==> src/sv/tee_pkg.sv <==
// Shared types, codes and helpers of the translation embedding update block.
`default_nettype none
package tee_pkg;

  localparam int ELEMENT_BITS = 16;
  localparam int FRAC_BITS    = 14;

  typedef logic signed [ELEMENT_BITS-1:0] elem_t;

  localparam logic [2:0] OPC_WR_ENT = 3'd0;
  localparam logic [2:0] OPC_WR_REL = 3'd1;
  localparam logic [2:0] OPC_RD_ENT = 3'd2;
  localparam logic [2:0] OPC_RD_REL = 3'd3;
  localparam logic [2:0] OPC_TRAIN  = 3'd4;

  localparam logic [1:0] KIND_POS  = 2'd0;
  localparam logic [1:0] KIND_NEAR = 2'd1;
  localparam logic [1:0] KIND_FAR  = 2'd2;

  localparam logic [2:0] CFG_MEASURE = 3'd0;
  localparam logic [2:0] CFG_DIM     = 3'd1;
  localparam logic [2:0] CFG_STEP    = 3'd2;
  localparam logic [2:0] CFG_PMARGIN = 3'd3;
  localparam logic [2:0] CFG_FMARGIN = 3'd4;

  localparam logic [30:0] DIST_MAX = '1;

  typedef struct packed {
    logic [2:0]  operation;
    logic [9:0]  head_index;
    logic [9:0]  tail_index;
    logic [5:0]  relation_index;
    logic [1:0]  sample_kind;
    logic [14:0] threshold;
    logic [6:0]  element_index;
    logic signed [15:0] element_value;
  } in_item_t;

  typedef struct packed {
    logic [30:0] distance;
    logic        updated;
    logic signed [15:0] read_value;
  } out_item_t;

  typedef enum logic [4:0] {
    DP_NOP, DP_LOAD, DP_WRITE, DP_RD_ADDR, DP_RD_DATA,
    DP_ADDR_HR, DP_ADDR_T, DP_D_DIFF, DP_SQUARE, DP_PASS, DP_ACC,
    DP_SQRT_START, DP_DIST, DP_MARG_MUL, DP_MARG_CMP,
    DP_UPD_BEGIN, DP_U_WRITE_HR, DP_U_WRITE_T,
    DP_N_BEGIN, DP_N_ADDR, DP_N_MAG, DP_N_LATCH,
    DP_S_DIV, DP_S_WRITE, DP_FINISH
  } dp_op_t;

  typedef enum logic [1:0] {ROW_HEAD, ROW_TAIL, ROW_REL} row_sel_t;

  typedef struct packed {
    dp_op_t   op;
    row_sel_t row;
  } dp_cmd_t;

  typedef struct packed {
    logic [2:0] operation;
    logic       train_ok;
    logic       dim_zero;
    logic       idx_last;
    logic       use_l2;
    logic       sqrt_busy;
    logic       div_busy;
    logic       fire;
    logic       big;
    logic       out_free;
  } dp_status_t;

  typedef enum logic [5:0] {
    S_IDLE, S_DECODE, S_WRITE, S_RD_ADDR, S_RD_DATA,
    S_D_A, S_D_B, S_D_C, S_D_D, S_D_E, S_D_SQRT, S_D_WAIT,
    S_DIST, S_MARG_MUL, S_MARG_CMP, S_CHECK, S_UPD_BEGIN,
    S_U_A, S_U_B, S_U_C, S_U_D,
    S_N_BEGIN, S_N_A, S_N_B, S_N_C, S_N_D, S_N_E, S_N_WAIT, S_N_LATCH,
    S_S_A, S_S_B, S_S_WAIT, S_S_C, S_NEXT_ROW, S_FINISH
  } ctrl_state_t;

  function automatic elem_t sat_el(input logic signed [17:0] v);
    elem_t r;
    if (v > 18'sd32767) r = 16'sh7fff;
    else if (v < -18'sd32768) r = 16'sh8000;
    else r = v[15:0];
    return r;
  endfunction

endpackage
`default_nettype wire

==> src/sv/tee_ctrl.sv <==
// Controller state machine that sequences every item through the datapath.
`default_nettype none
module tee_ctrl (
  input  wire logic                clk,
  input  wire logic                rst,
  input  wire logic                in_valid,
  output      logic                in_ready,
  output      tee_pkg::dp_cmd_t    cmd,
  input  wire tee_pkg::dp_status_t status
);
  import tee_pkg::*;

  ctrl_state_t state, state_next;
  row_sel_t    row, row_next;

  always_ff @(posedge clk) begin
    if (rst) begin
      state <= S_IDLE;
      row   <= ROW_HEAD;
    end else begin
      state <= state_next;
      row   <= row_next;
    end
  end

  always_comb begin
    state_next = state;
    row_next   = row;
    in_ready   = 1'b0;
    cmd.op     = DP_NOP;
    cmd.row    = row;
    case (state)
      S_IDLE: begin
        in_ready = 1'b1;
        if (in_valid) begin
          cmd.op     = DP_LOAD;
          state_next = S_DECODE;
        end
      end
      S_DECODE: begin
        if (status.operation inside {OPC_WR_ENT, OPC_WR_REL}) state_next = S_WRITE;
        else if (status.operation inside {OPC_RD_ENT, OPC_RD_REL}) state_next = S_RD_ADDR;
        else if (status.operation == OPC_TRAIN && status.train_ok)
          state_next = status.dim_zero ? S_D_SQRT : S_D_A;
        else state_next = S_FINISH;
      end
      S_WRITE: begin
        cmd.op     = DP_WRITE;
        state_next = S_FINISH;
      end
      S_RD_ADDR: begin
        cmd.op     = DP_RD_ADDR;
        state_next = S_RD_DATA;
      end
      S_RD_DATA: begin
        cmd.op     = DP_RD_DATA;
        state_next = S_FINISH;
      end
      S_D_A: begin
        cmd.op     = DP_ADDR_HR;
        state_next = S_D_B;
      end
      S_D_B: begin
        cmd.op     = DP_ADDR_T;
        state_next = S_D_C;
      end
      S_D_C: begin
        cmd.op     = DP_D_DIFF;
        state_next = S_D_D;
      end
      S_D_D: begin
        cmd.op     = status.use_l2 ? DP_SQUARE : DP_PASS;
        state_next = S_D_E;
      end
      S_D_E: begin
        cmd.op     = DP_ACC;
        state_next = status.idx_last ? S_D_SQRT : S_D_A;
      end
      S_D_SQRT: begin
        cmd.op     = DP_SQRT_START;
        state_next = S_D_WAIT;
      end
      S_D_WAIT: if (!status.sqrt_busy) state_next = S_DIST;
      S_DIST: begin
        cmd.op     = DP_DIST;
        state_next = S_MARG_MUL;
      end
      S_MARG_MUL: begin
        cmd.op     = DP_MARG_MUL;
        state_next = S_MARG_CMP;
      end
      S_MARG_CMP: begin
        cmd.op     = DP_MARG_CMP;
        state_next = S_CHECK;
      end
      S_CHECK: state_next = status.fire ? S_UPD_BEGIN : S_FINISH;
      S_UPD_BEGIN: begin
        cmd.op     = DP_UPD_BEGIN;
        row_next   = ROW_HEAD;
        state_next = status.dim_zero ? S_FINISH : S_U_A;
      end
      S_U_A: begin
        cmd.op     = DP_ADDR_HR;
        state_next = S_U_B;
      end
      S_U_B: begin
        cmd.op     = DP_ADDR_T;
        state_next = S_U_C;
      end
      S_U_C: begin
        cmd.op     = DP_U_WRITE_HR;
        state_next = S_U_D;
      end
      S_U_D: begin
        cmd.op     = DP_U_WRITE_T;
        state_next = status.idx_last ? S_N_BEGIN : S_U_A;
      end
      S_N_BEGIN: begin
        cmd.op     = DP_N_BEGIN;
        state_next = S_N_A;
      end
      S_N_A: begin
        cmd.op     = DP_N_ADDR;
        state_next = S_N_B;
      end
      S_N_B: begin
        cmd.op     = DP_N_MAG;
        state_next = S_N_C;
      end
      S_N_C: begin
        cmd.op     = DP_SQUARE;
        state_next = S_N_D;
      end
      S_N_D: begin
        cmd.op     = DP_ACC;
        state_next = status.idx_last ? S_N_E : S_N_A;
      end
      S_N_E: begin
        if (status.big) begin
          cmd.op     = DP_SQRT_START;
          state_next = S_N_WAIT;
        end else begin
          state_next = S_NEXT_ROW;
        end
      end
      S_N_WAIT: if (!status.sqrt_busy) state_next = S_N_LATCH;
      S_N_LATCH: begin
        cmd.op     = DP_N_LATCH;
        state_next = S_S_A;
      end
      S_S_A: begin
        cmd.op     = DP_N_ADDR;
        state_next = S_S_B;
      end
      S_S_B: begin
        cmd.op     = DP_S_DIV;
        state_next = S_S_WAIT;
      end
      S_S_WAIT: if (!status.div_busy) state_next = S_S_C;
      S_S_C: begin
        cmd.op     = DP_S_WRITE;
        state_next = status.idx_last ? S_NEXT_ROW : S_S_A;
      end
      S_NEXT_ROW: begin
        case (row)
          ROW_HEAD: begin
            row_next   = ROW_TAIL;
            state_next = S_N_BEGIN;
          end
          ROW_TAIL: begin
            row_next   = ROW_REL;
            state_next = S_N_BEGIN;
          end
          default: state_next = S_FINISH;
        endcase
      end
      S_FINISH: begin
        if (status.out_free) begin
          cmd.op     = DP_FINISH;
          state_next = S_IDLE;
        end
      end
      default: state_next = S_IDLE;
    endcase
  end
endmodule
`default_nettype wire

==> config.mk <==
export PLATFORM = sky130hd
export DESIGN_NAME = tee_ctrl
export DESIGN_NICKNAME = d
export VERILOG_FILES = /design/src/sv/tee_pkg.sv /design/src/sv/tee_ctrl.sv
export SDC_FILE = /design/constraint.sdc
export NUM_CORES = 1
export LEC_CHECK = 0
export BUFFER_PORTS_ARGS = -buffer_cell sky130_fd_sc_hd__buf_2
export CAP_MARGIN = 15
export CORE_UTILIZATION = 30
export CTS_CLUSTER_SIZE = 8
export DETAILED_ROUTE_END_ITERATION = 12
export PLACE_DENSITY = 0.48
export SETUP_SLACK_MARGIN = 0.1
export SLEW_MARGIN = 30
export SYNTH_ARGS = -nofsm -noshare
export SYNTH_HDL_FRONTEND = slang
export SYNTH_SLANG_ARGS = --single-unit
==> constraint.sdc <==
create_clock -name clk -period 4.2 [get_ports clk]
set_clock_uncertainty 0.2 [all_clocks]
set_input_delay 0.42 -clock clk [delete_from_list [all_inputs] [get_ports clk]]
set_output_delay 0.42 -clock clk [all_outputs]
set_load 0.02 [all_outputs]
=== After elaboration in Yosys (flattened, before gate mapping) ===
Cells that the tools add are included.

* Register bits after elaboration: 8
* Output and inout port bits: 8
* Word-level logic and storage cells: 88

* Equal/unequal tests: 45
* Multiplexer cells: 26
* Reductions and logical operators: 15

{| class="wikitable"
|+ Operators with widths
! kind !! count
|-
| 6-bit case mux with 34 select lines || 1
|-
| 5-bit case mux with 25 select lines || 1
|-
| 6-bit by 5-bit equality test with 1-bit output (second input constant) || 16
|-
| 6-bit 2-to-1 mux || 13
|-
| 6-bit by 4-bit equality test with 1-bit output (second input constant) || 8
|-
| 6-bit by 3-bit equality test with 1-bit output (second input constant) || 4
|-
| 6-bit equality test (second input constant) || 3
|-
| 4-bit 2-to-1 mux || 4
|-
| 6-bit by 2-bit equality test with 1-bit output (second input constant) || 2
|-
| 2-bit OR reduction || 6
|-
| 2-bit != test (second input constant) || 5
|-
| 2-bit case mux with 2 select lines || 2
|-
| 3-bit by 2-bit equality test with 1-bit output (second input constant) || 2
|-
| 6-bit by 1-bit equality test with 1-bit output (second input constant) || 1
|-
| 6-bit logical NOT || 1
|-
| 2-bit nonzero test || 3
|-
| 5-bit 2-to-1 mux || 1
|-
| 5-bit AND reduction || 1
|-
| 3-bit by 1-bit equality test with 1-bit output (second input constant) || 1
|-
| 3-bit equality test (second input constant) || 1
|-
| 3-bit logical NOT || 1
|-
| 1-bit 2-to-1 mux || 3
|-
| 3-bit 2-to-1 mux || 1
|-
| 3-bit != test (second input constant) || 1
|-
| other kinds (4) || 4
|}

=== Longest topological paths before layout ===
* Depth after elaboration: 6
* Mapped depth: 7
* Gate-level depth less buffers: 5

=== Worst setup path before layout ===
Ideal clock, no wire load.

* Kind: flip-flop to output port
* Start point: register state[0]
* End point: output port cmd[2] (netlist name)
* Arrival: 1,619 ps
* Setup slack: 1,961 ps
* Stages on the path, launching flop included: 7
* Buffers on the path: 2
* Cell sequence: dfxtp_1 -> buf_2 -> clkbuf_1 -> nor2b_1 -> a32oi_1 -> o221a_2 -> o211ai_1

{| class="wikitable"
|+ RTL lines
! item !! RTL line !! source
|-
| from (decl) || tee_ctrl.sv:13 || <nowiki>ctrl_state_t state, state_next;</nowiki>
|-
| from (signal assigned) || tee_ctrl.sv:21 || <nowiki>state <= state_next;</nowiki>
|-
| to (decl) || tee_ctrl.sv:8 || <nowiki>output tee_pkg::dp_cmd_t cmd,</nowiki>
|}

==> summary.txt <==
row count: 22
Syn-to-layout area delta: 11.3%
synthesis-stage register bit count: 8
Ys Warns: 0
WL final: 3.91 mm
Pwr Density: 594 mW/mm^2
share of flip-flops with an asynchronous set or reset: 0%
Final Hold Vio Count: 0
leakage: 0.504 nW
EDFF count, synth: 0
Final GP Congestion: 0.895
die height: 65.9 microns
clock share of power: 10.9%
Reg-to-Reg End: state[1]$_SDFFE_PP0P_
largest net degree at the start of global routing: 38
most common cell after layout, fill and taps aside: buf_2
DR pass1 iterations: 4
initial DRC count: 143
Synth Flop Type: dfxtp_1
combinational share of power: 61.5%
hold buffer count at cts: 0
final setup fails: 0
CP required: 3.58 ns
HPWL Detailed: 2.88 mm
Final nets: 212
RSZ-0062 raised after global routing: no
gr usage total: 19.5%
Slew @ Worst Pin: 0.926 ns
vias in the first global route: 1366
crit path time final: 2.90 ns
ant diodes: 0
Antenna Nets Post-Route: 0
Starting Density: 32.3%
Slew headroom: 38.2%
layout cells sized above 1: 18.5%
sequential power share: 27.6%
cell area after synthesis: 0.00123 sq mm
R2R depth: 5
# DRC: 0
Setup TNS Final: 0 ns
remaining global-route overflow: 0
first-pass GRT wire length: 6.67 mm
maximum VDD drop: 0.306 mV
Port Buffers: 22
CP endpoint kind: output pin
CTS resizes: 0
worst skew pair latency: 0.22 ns
reg-to-reg startpoint: state[3]$_SDFFE_PP0P_
die area: 0.00435 sq mm
period utilisation layout: 69.1%
CP startpoint: state[3]$_SDFFE_PP0P_
routed via count: 1498
antenna violations before repair: 0
vias per cell: 6.16
fillers: 442
final core occ: 35.9%
CTS buffer count: 3
Slew Limit Fails: 0
CTS tree: done
outcome: complete, no violations
Ports: 23
Syn Nets: 201
crit path to: cmd[2]
hold path depth: 2
Worst Path Arrival: 2.28 ns
CTS root buf: clkbuf_8
Netlist cell types: 50
internal cell power: 0.372 mW
Synth Instances: 186
routed len/inst: 16.1 microns
Clock Tree Buf Depth: 2
FMAX: 344 MHz
most frequent cells in the layout: buf_2 (22), nor2_1 (16), nor2b_1 (15), o21ai_0 (12)
CP startpoint kind: flip-flop
Die Wd: 65.9 microns
Net Switching: 0.438 mW
total core area: 0.00380 sq mm
Crit Path Category: reg2out
register area share after synthesis: 13.1%
total of max-cap violations: 0
Post-CTS Setup Bufs: 0
Clock Sinks: 8
Avg Inst Size Synth: 6.59 sq um
switching share of power: 54.1%
FF-to-FF setup slack: 1.67 ns
Worst-path clk slew: 0.04 ns
maximum net fanout on the critical path: 28
# H-tree levels: 1
Hold Path Class: in2reg
-- power groups by stage --
stage                     Combinational [mW]  Clock (mW)  Sequential, mW
after global placement                 0.506           0           0.218
final                                  0.499      0.0882           0.224
after floorplan                        0.473           0           0.110
after global routing                   0.553      0.0980           0.238
after detailed placement               0.496           0           0.221
after CTS                              0.499      0.0921           0.220
-- state kept, by name, indices dropped and copies added (netlist names) --
name	flops
state	6
row	2
-- metrics by stage --
stage / hold slack (ns) / cell area (sq um) / cells / worst slack (ns) / power (mW)
floorplan: 0.292 / 1230 / 186 / 1.96 / 0.583
global placement: 0.339 / 1320 / 240 / 1.56 / 0.724
detailed placement: 0.354 / 1320 / 240 / 1.56 / 0.717
CTS: 0.251 / 1360 / 243 / 1.32 / 0.810
global route: 0.279 / 1370 / 243 / 1.15 / 0.890
finish: 0.260 / 1370 / 243 / 1.30 / 0.810
-- synthesized netlist by cell type, types with 6 or more instances --
cell      number  area, sq um
nor2_1        16         60.1
nor2b_1       15         93.8
o21ai_0       12         60.1
a21oi_1       10         50.1
buf_2         10         50.1
nand2_1       10         37.5
nand3_1       10         50.1
dfxtp_1        8          160
nor3_1         8         40.0
inv_1          7         26.3
a31oi_1        6         37.5
clkbuf_1       6         22.5
-- how the worst min path moves through the flow --
stage | endpoint | startpoint | slack, ns
global route | row[0]$_SDFFE_PP0P_ | rst | 0.28
global placement | row[1]$_SDFFE_PP0P_ | row[0]$_SDFFE_PP0P_ | 0.34
detailed placement | row[1]$_SDFFE_PP0P_ | row[0]$_SDFFE_PP0P_ | 0.35
floorplan | row[0]$_SDFFE_PP0P_ | rst | 0.29
finish | row[0]$_SDFFE_PP0P_ | rst | 0.26
CTS | row[0]$_SDFFE_PP0P_ | rst | 0.25
-- critical path: stages, from the launching register on --
cell and delay [ns]:
dfxtp_1 0.92, nor2b_1 0.36, a32oi_1 0.15, o221a_2 0.29
o211ai_1 0.15, buf_2 0.19
-- layout make-up --
type / count / area [sq um] / area share, %
Multi-Input combinational cell: 154 / 956 / 70.0
Clock buffer: 3 / 41.3 / 3.02
Sequential cell: 8 / 164 / 12.0
Timing Repair Buffer: 23 / 118 / 8.62
Tap cell: 48 / 60.1 / 4.40
Inverter: 7 / 26.3 / 1.92
-- routing by layer --
metal  vias up  track usage (%)  share of wire (%)
met5         -                0                  0
met4         0             6.65                1.8
li1        727                -                  -
met1       697             27.1                 43
met3         6             2.41                7.8
met2        68             30.5                 47
-- cells by family after synthesis --
| logic type | Yosys count | synth area share [%] |
|---|---|---|
| AO/OA/AOI/OAI | 58 | 32.0 |
| XOR/XNOR | 1 | 0.714 |
| buffers and inverters | 24 | 8.98 |
| flip-flops | 8 | 13.1 |
| multiplexers | 4 | 3.27 |
| AND/OR/NAND/NOR | 91 | 41.9 |
(Power assumes the default switching activity.)
